### src/ffbp_pkg.sv
package ffbp_pkg;

    // Pool geometry and field widths
    localparam int POOL_ENTRIES = 32;
    localparam int COUNT_W      = 6;
    localparam int BYTES_W      = 24;
    localparam int SIZE_W       = 32;
    localparam int HANDLE_W     = 32;
    localparam int APB_AW       = 3;
    localparam int APB_DW       = 32;

    localparam logic [COUNT_W-1:0] POOL_CAP     = COUNT_W'(POOL_ENTRIES);
    localparam logic [COUNT_W-1:0] LIMIT_RESET  = COUNT_W'(20);
    localparam logic [BYTES_W-1:0] BUDGET_RESET = BYTES_W'(8192);

    // Register index, taken from paddr[2]
    localparam logic REG_LIMIT  = 1'b0;
    localparam logic REG_BUDGET = 1'b1;

    // Operation codes
    localparam logic [1:0] OP_ACQUIRE = 2'd0;
    localparam logic [1:0] OP_GROW    = 2'd1;
    localparam logic [1:0] OP_RELEASE = 2'd2;
    localparam logic [1:0] OP_NONE    = 2'd3;

    // One pooled buffer
    typedef struct packed {
        logic [HANDLE_W-1:0] handle;
        logic [SIZE_W-1:0]   size;
    } t_ent;

    // Signals passed from cell to cell along the row
    typedef struct packed {
        logic found;
        t_ent take;
        t_ent last;
    } t_chain;

    // Write command into one cell
    typedef struct packed {
        logic en;
        t_ent ent;
    } t_wr;

endpackage

### src/ffbp_cell.sv
module ffbp_cell (
    input  logic                          i_clk,
    input  logic                          i_cap,
    input  logic [ffbp_pkg::SIZE_W-1:0]   i_req,
    input  logic                          i_valid,
    input  logic                          i_last,
    input  ffbp_pkg::t_chain              i_chain,
    output ffbp_pkg::t_chain              o_chain,
    output logic                          o_sel,
    input  ffbp_pkg::t_wr                 i_wr
);
    import ffbp_pkg::*;

    t_ent r_ent;
    logic r_hit;

    // Capture the fit compare when a beat is accepted; take writes
    always_ff @(posedge i_clk) begin
        if (i_cap) begin
            r_hit <= i_valid && (r_ent.size >= i_req);
        end
        if (i_wr.en) begin
            r_ent <= i_wr.ent;
        end
    end

    // First hit wins: claim it only if no lower cell has
    assign o_sel = r_hit && !i_chain.found;

    // Pass found flag and collected entries on to the next cell
    always_comb begin
        o_chain.found = i_chain.found | r_hit;
        o_chain.take  = i_chain.take | (o_sel ? r_ent : '0);
        o_chain.last  = i_chain.last | (i_last ? r_ent : '0);
    end

endmodule

### config.mk
export PLATFORM = sky130hd
export DESIGN_NAME = ffbp_cell
export DESIGN_NICKNAME = d
export VERILOG_FILES = /design/src/ffbp_pkg.sv /design/src/ffbp_cell.sv
export SDC_FILE = /design/constraint.sdc
export NUM_CORES = 1
export LEC_CHECK = 0
export ABC_AREA = 1
export BUFFER_PORTS_ARGS = -buffer_cell sky130_fd_sc_hd__buf_2
export CAP_MARGIN = 25
export CORE_AREA = 2 2 142 144
export CTS_CLUSTER_SIZE = 40
export DETAILED_ROUTE_END_ITERATION = 10
export DIE_AREA = 0 0 144 146
export HOLD_SLACK_MARGIN = 0.05
export MAX_ROUTING_LAYER = met4
export SLEW_MARGIN = 10
export SYNTH_ARGS = -nofsm -noshare
export SYNTH_HDL_FRONTEND = slang
export SYNTH_SLANG_ARGS = --single-unit
### constraint.sdc
create_clock -name i_clk -period 1.7 [get_ports i_clk]
set_clock_uncertainty 0.05 [all_clocks]
set_input_delay 0.34 -clock i_clk [delete_from_list [all_inputs] [get_ports i_clk]]
set_output_delay 0.34 -clock i_clk [all_outputs]
set_load 0.01 [all_outputs]
==> summary.md, run 1 <==
| Metric | Value |
|---|---|
| Buf/Inv on CP | 4 |
| Max Clk Rate | 556 MHz |
| Final Setup Violations | 64 |
| Chip width | 144 um |
| Crit-path max cell delay | 0.36 ns |
| Clock Latency Late Sink | 0.33 ns |
| WP data required | 1.31 ns |
| Outcome | finished with violations |
| Slowest cell on crit path | edfxtp_1 |
| Cts bufs inserted | 9 |
| Worst Tran Pin Value | 0.371 ns |
| 1st-iter DRT viols | 105 |
| Min-delay worst type | in2reg |
| Worst vdd ir | 398 uV |
| I/O Pins | 360 |
| Slew Viols, Final | 0 |
| Worst Path Max Fanout | 18 |
| PD cells | 725 nW/um^2 |
| Unrepaired setup endpoints after global routing | true |
| Routed wire length | 14.8 mm |
| Clk root buf | clkbuf_16 |
| Distinct cells, synth | 20 |
| Crit-path cells | inv_2 > nor2_4 > inv_4 > buf_12 > o21bai_1 > buf_4 |
| Critical Path Start Type | flop |
| Met3 GRT Util | 0.0365 |
| Max-cap viol count | 0 |
| Vias in the first global route | 4106 |
| Commonest non-fill, non-tap cell in the layout | buf_2 |
| Sequential-to-total area share from yosys stat | 0.475 |
| Number of port buffers | 359 |
| HPWL Detailed | 12.0 mm |
| Core ar. | 19300 sq um |
| RD Place Congestion | 0.842 |
| Clock Sinks | 65 |
| Crit path time final | 1.80 ns |
| FF+latch count, synth | 65 |
| Cells after Synth | 415 |
| Initial antenna violation count | 1 |
| Final setup TNS | -3.70 ns |
| Clock transition at path regs | 0.06 ns |
| Syn-to-layout area delta | 64.1% |
| Largest net degree at the start of global routing | 65 |
| Critical path capture point type | output port |
| Standard-cell rows | 51 |
| GRT Overall Usage | 0.134 |
| Clock Tree Buf Depth | 2 |
| Crit Path Class | reg2out |
| M2 GR Usage | 0.236 |
| CTS tree | done |
| Commonest cells after routing, fill and taps aside | 355 x buf_2, 124 x o21bai_1, 103 x inv_1 |
| Final worst setup slack | -0.0974 ns |
| Endpoints failing hold | 0 |
| Wire per inst | 14.0 um |
| Antenna-violating nets left | 0 |
| Total iterations of the first detailed-routing run | 4 |
| Busiest grt layer | met2 |
| Starting density of the core | 0.213 |
| Vias per cell | 4.00 |
| Failing checks | negative setup slack |
| Relative slew slack | 0.753 |
| Mean Syn Cell Area | 9.91 sq um |
| GRT met1 Usage | 0.151 |
| First-pass GRT wire length | 20.9 mm |
| Die height | 146 um |
| Fin crit share | 1.06 |
| H-tree depth | 3 |
| CTS hold repair buffers | 0 |
| Detailed-route via count | 4236 |
| Leakage | 3.54 nW |
| Critical path's top delay family | buffers and inverters |
| YS warnings | 0 |
| Critical Path AT | 1.41 ns |
| Layout cells sized above 1 | 0.524 |
| Mapped Nets | 677 |
| Fin Hold WS | 0.132 ns |
| # DRC | 0 |
| Post-Syn Area | 4110 sq um |
| DIE AREA | 21000 sq um |
| GRT overflow | 0 |
| Final nets | 1049 |
==> logic make-up (layout without fill, tap and decap cells) <==
group / Yosys count / in the layout / synth area share
adder cells (fa/ha/maj): 32 / 32 / 0.0974
buffers and inverters: 121 / 498 / 0.114
AO/OA/AOI/OAI: 147 / 147 / 0.258
other: 0 / 1 / 0
flip-flops: 65 / 65 / 0.475
AND/OR/NAND/NOR: 50 / 50 / 0.0557
==> where the power goes <==
part | internal, mW | switching, mW
sequential | 1.91 | 0.0575
combinational | 0.610 | 0.634
clock | 0.976 | 0.702
==> sequential cells by signal, indices dropped and copies added (netlist names) <==
name   count
r_ent     64
r_hit      1
==> cells in the mapped netlist (all sizes together) <==
cell type	n	area (sq um)
o21a	1	7.51
nand3	1	5.00
nand4	4	31.3
nor2	10	50.1
nand2	33	131
a21oi	15	78.8
o21bai	128	961
or2	1	6.26
ha	32	400
inv	109	409
nor3	1	5.00
o21ai	3	15.0
edfxtp	65	1950
buf	12	60.1
==> final timing paths <==
path	cells after the start	endpoint	startpoint	slack, ns
worst max-delay path	6	o_chain[65]	r_hit	-0.1
worst min-delay path	1	r_ent[61]	i_wr[61]	0.13
worst max register to register	11	r_hit	r_ent[6]	0.07
worst min register to register	5	r_hit	r_ent[31]	0.82
==> per-layer routing <==
metal / vias up / wire length, um
met1: 1898 / 6020
li1: 2133 / -
met3: 7 / 1070
met2: 198 / 7590
met4: 0 / 127
met5: - / 0
==> final cells by class <==
type                       instances  area, sq um
fill                            2067        12600
inverter                         109          412
tap                              265          332
timing repair buffer             373         1990
clock inverter                     6         35.0
clock buffer                      10          229
antenna                            1         2.50
multi-input combinational        229         1800
sequential                        65         1950
==> per-stage QoR <==
step	instance area (sq um)	cells	power, mW	worst slack (ns)	utilization
3_5_place_dp	6280	1035	3.19	-0.105	0.325
2_1_floorplan	4110	415	2.55	0.216	-
4_1_cts	6600	1053	4.94	-0.140	0.341
5_1_grt	6750	1058	5.19	-0.212	0.349
6_report	6750	1058	4.89	-0.0974	0.349
3_3_place_gp	6280	1035	3.17	-0.0817	0.325
==> timing repair <==
item,in CTS,in global routing
endpoints found under the setup margin,65,65
setup buffers,2,3
gates cloned,0,1
pin swaps,1,4
gates resized for setup,10,15
Power figures use the tool's default switching activity.
==> inputs of run 2 (changes only) <==
- ABC_AREA: 1 -> unset
- CORE_AREA: 2 2 142 144 -> 2 2 140 142
- DIE_AREA: 0 0 144 146 -> 0 0 142 144
- SKIP_LAST_GASP: unset -> 1
==> run 2 against run 1 <==
Net effect: the flow still finishes with violations (negative setup slack); power up 5.0%; register-to-register slack got worse by 0.28 ns; largest cell class unchanged; critical endpoint is now r_hit; critical path type is now reg2reg; global-route usage fell by 0.055 points; critical path depth down 1; highest routed layer unchanged.
==> summary.md, run 2 <==
| Metric | Value |
|---|---|
| GRT met1 Usage | 0.160 (was 0.151) |
| Antenna-violating nets left | 0 (unchanged) |
| Yosys top cell area share | 0.513 (was 0.475) |
| Initial antenna violation count | 0 (was 1) |
| Vias in the first global route | 3865 (was 4106) |
| Die height | 144 um (was 146 um) |
| Cts bufs inserted | 9 (unchanged) |
| RD Place Congestion | 0.781 (was 0.842) |
| Fin Hold WS | 0.128 ns (was 0.132 ns) |
| Routed wire length | 14.7 mm (was 14.8 mm) |
| Cells after Synth | 321 (was 415) |
| Clock Tree Buf Depth | 2 (unchanged) |
| Slew Viols, Final | 0 (unchanged) |
| Count leader, synth | a21o_1 (was o21bai_1) |
| # diodes | 0 (was 1) |
| Asr flop ratio synth | 0 (unchanged) |
| Crit path time final | 1.91 ns (was 1.80 ns) |
| M2 GR Usage | 0.229 (was 0.236) |
| Max Clk Rate | 523 MHz (was 556 MHz) |
| Main flop type after synthesis | edfxtp_1 (unchanged) |
| Starting density of the core | 0.199 (was 0.213) |
| Endpoints failing hold | 0 (unchanged) |
| Layout cells sized above 1 | 0.586 (was 0.524) |
| Commonest non-fill, non-tap cell in the layout | buf_2 (unchanged) |
| Worst vdd ir | 407 uV (was 398 uV) |
| 1st-iter DRT viols | 191 (was 105) |
| Unrepaired setup endpoints after global routing | true (unchanged) |
| Commonest cells post-synth | 130 x a21o_1, 65 x edfxtp_1, 33 x inv_1, 32 x ha_1, 10 x a21oi_1 (was 128 x o21bai_1, 106 x inv_1, 65 x edfxtp_1, 32 x ha_1, 30 x nand2_1) |
| Vias per cell | 4.26 (was 4.00) |
| Critical Path AT | 1.95 ns (was 1.41 ns) |
| Commonest cells after routing, fill and taps aside | 358 x buf_2, 130 x a21o_1, 65 x edfxtp_1 (was 355 x buf_2, 124 x o21bai_1, 103 x inv_1) |
| Syn-to-layout area delta | 74.2% (was 64.1%) |
| Slowest cell on crit path | edfxtp_1 (unchanged) |
| Detailed-route via count | 4120 (was 4236) |
| Relative slew slack | 0.784 (was 0.753) |
| Chip width | 142 um (was 144 um) |
| Leakage | 3.76 nW (was 3.54 nW) |
| DIE AREA | 20400 sq um (was 21000 sq um) |
| FF-to-FF Start | r_ent[1] (was r_ent[6]) |
| FF+latch count, synth | 65 (unchanged) |
| Crit Path Class | reg2reg (was reg2out) |
| Clock Sinks | 65 (unchanged) |
| Pre-CTS worst setup slack | -0.340 ns (was -0.105 ns) |
| Sequential-to-total area share from yosys stat | 0.513 (was 0.475) |
| Critical path capture point type | flop (was output port) |
| First-pass GRT wire length | 20.2 mm (was 20.9 mm) |
| CTS tree | done (unchanged) |
| Dominant cell type by area after synthesis | edfxtp_1 (unchanged) |
| # DRC | 0 (unchanged) |
| Busiest grt layer | met2 (unchanged) |
| Failing checks | negative setup slack (unchanged) |
| PD cells | 775 nW/um^2 (was 725 nW/um^2) |
| Final nets | 987 (was 1049) |
| EDFF count, synth | 65 (unchanged) |
| H-tree depth | 3 (unchanged) |
| Clk root buf | clkbuf_16 (unchanged) |
| Mapped Nets | 583 (was 677) |
| Min-delay worst type | in2reg (unchanged) |
| Crit. Startpoint | r_ent[1] (was r_hit) |
| HPWL Detailed | 11.7 mm (was 12.0 mm) |
| Reg with most FFs | r_ent (unchanged) |
| I/O Pins | 360 (unchanged) |
| Fin crit share | 1.13 (was 1.06) |
| Total iterations of the first detailed-routing run | 4 (unchanged) |
| Mean Syn Cell Area | 11.9 sq um (was 9.91 sq um) |
| Crit-path max cell delay | 0.43 ns (was 0.36 ns) |
| Crit-path cells | ha_1 > a2111oi_4 > o21a_1 > o211ai_1 > a21o_1 (was inv_2 > nor2_4 > inv_4 > buf_12 > o21bai_1 > buf_4) |
| Final Setup Violations | 65 (was 64) |
| YS warnings | 0 (unchanged) |
| Final worst setup slack | -0.213 ns (was -0.0974 ns) |
| Max-cap viol count | 0 (unchanged) |
| GRT Overall Usage | 0.134 (about the same) |
| Worst Tran Pin Value | 0.324 ns (was 0.371 ns) |
| Clock Latency Late Sink | 0.33 ns (about the same) |
| CTS hold repair buffers | 0 (unchanged) |
| Top flop regs | r_ent (64), r_hit (1) (unchanged) |
| Worst Path Max Fanout | 2 (was 18) |
| Met3 GRT Util | 0.0275 (was 0.0365) |
| Hold Crit Start | i_wr[44] (was i_wr[61]) |
| Critical Path Start Type | flop (unchanged) |
| Number of port buffers | 359 (unchanged) |
| Standard-cell rows | 51 (unchanged) |
| Clock transition at path regs | 0.06 ns (about the same) |
| Wire per inst | 15.2 um (was 14.0 um) |
| Max reg flops | 64 (unchanged) |
| Post-Syn Area | 3800 sq um (was 4110 sq um) |
| Outcome | finished with violations (unchanged) |
| Fillers | 1946 (was 2067) |
| WP data required | 1.73 ns (was 1.31 ns) |
| Core ar. | 19100 sq um (was 19300 sq um) |
| Largest net degree at the start of global routing | 65 (unchanged) |
| Largest cells by area after synthesis | edfxtp_1 51%, a21o_1 26%, ha_1 11%, inv_1 3.3%, a21oi_1 1.3% (was edfxtp_1 47%, o21bai_1 23%, ha_1 9.7%, inv_1 9.7%, nand2_1 2.7%) |
| Tot Pwr | 5.13 mW (was 4.89 mW) |
| Distinct cells, synth | 25 (was 20) |
| GRT overflow | 0 (unchanged) |
## run 2: path summary, 6_finish.rpt
path / endpoint / slack, ns / cells past startpoint
worst min register to register: r_hit / 0.84 / 4
worst min-delay path: r_ent[44] / 0.13 / 1
worst max-delay path: r_hit / -0.21 / 5
worst max register to register: r_hit / -0.21 / 5
## run 2: routing by layer
| metal | up-vias | wire length (um) | share of wire |
|---|---|---|---|
| met5 | - | 0 | 0 |
| met4 | 0 | 181 | 0.012 |
| met3 | 10 | 835 | 0.057 |
| met2 | 178 | 7540 | 0.51 |
| met1 | 1915 | 6130 | 0.42 |
| li1 | 2017 | - | - |
## run 2: layout make-up
| cell class | instances | area (sq um) | area share |
|---|---|---|---|
| clock buffer | 9 | 225 | 0.0340 |
| clock inverter | 7 | 70.1 | 0.0106 |
| inverter | 33 | 124 | 0.0187 |
| multi-input combinational | 209 | 1690 | 0.255 |
| sequential | 65 | 1950 | 0.295 |
| tap | 238 | 298 | 0.0449 |
| timing repair buffer | 407 | 2270 | 0.342 |
## run 2: worst max-delay path, delay by kind of cell, from the launching register on
kind                       cells  cell delay, ns
DFF                            1            0.43
adders and majority gates      1            0.34
AOI/OAI and AO/OA              4            0.84
## run 2: kinds of logic after synthesis
family | after synthesis | share of synthesized area
AND/OR/NAND/NOR | 25 | 0.0358
AO/OA/AOI/OAI | 152 | 0.298
flip-flops | 65 | 0.513
adder cells (fa/ha/maj) | 32 | 0.105
buffers and inverters | 47 | 0.0483
## run 2: power by group
part / switching (mW) / internal, mW
clock: 0.733 / 1.13
combinational: 0.579 / 0.693
sequential: 0.0843 / 1.91
total: 1.40 / 3.74
## run 2: timing repair
item,CTS,global route
resized for setup,2,3
buffers inserted,0,1
pin swaps,3,3
cloned,0,2
endpoints found under the setup margin,66,66
## run 2: through the flow
step / setup TNS [ns] / cell area [sq um] / util / cells
6_report: -8.26 / 6630 / 0.347 / 968
5_1_grt: -12.80 / 6630 / 0.347 / 968
4_1_cts: -7.65 / 6560 / 0.344 / 965
3_5_place_dp: -0.340 / 6250 / 0.327 / 949
3_3_place_gp: -0.320 / 6250 / 0.327 / 949
2_1_floorplan: -0.0507 / 3800 / - / 321
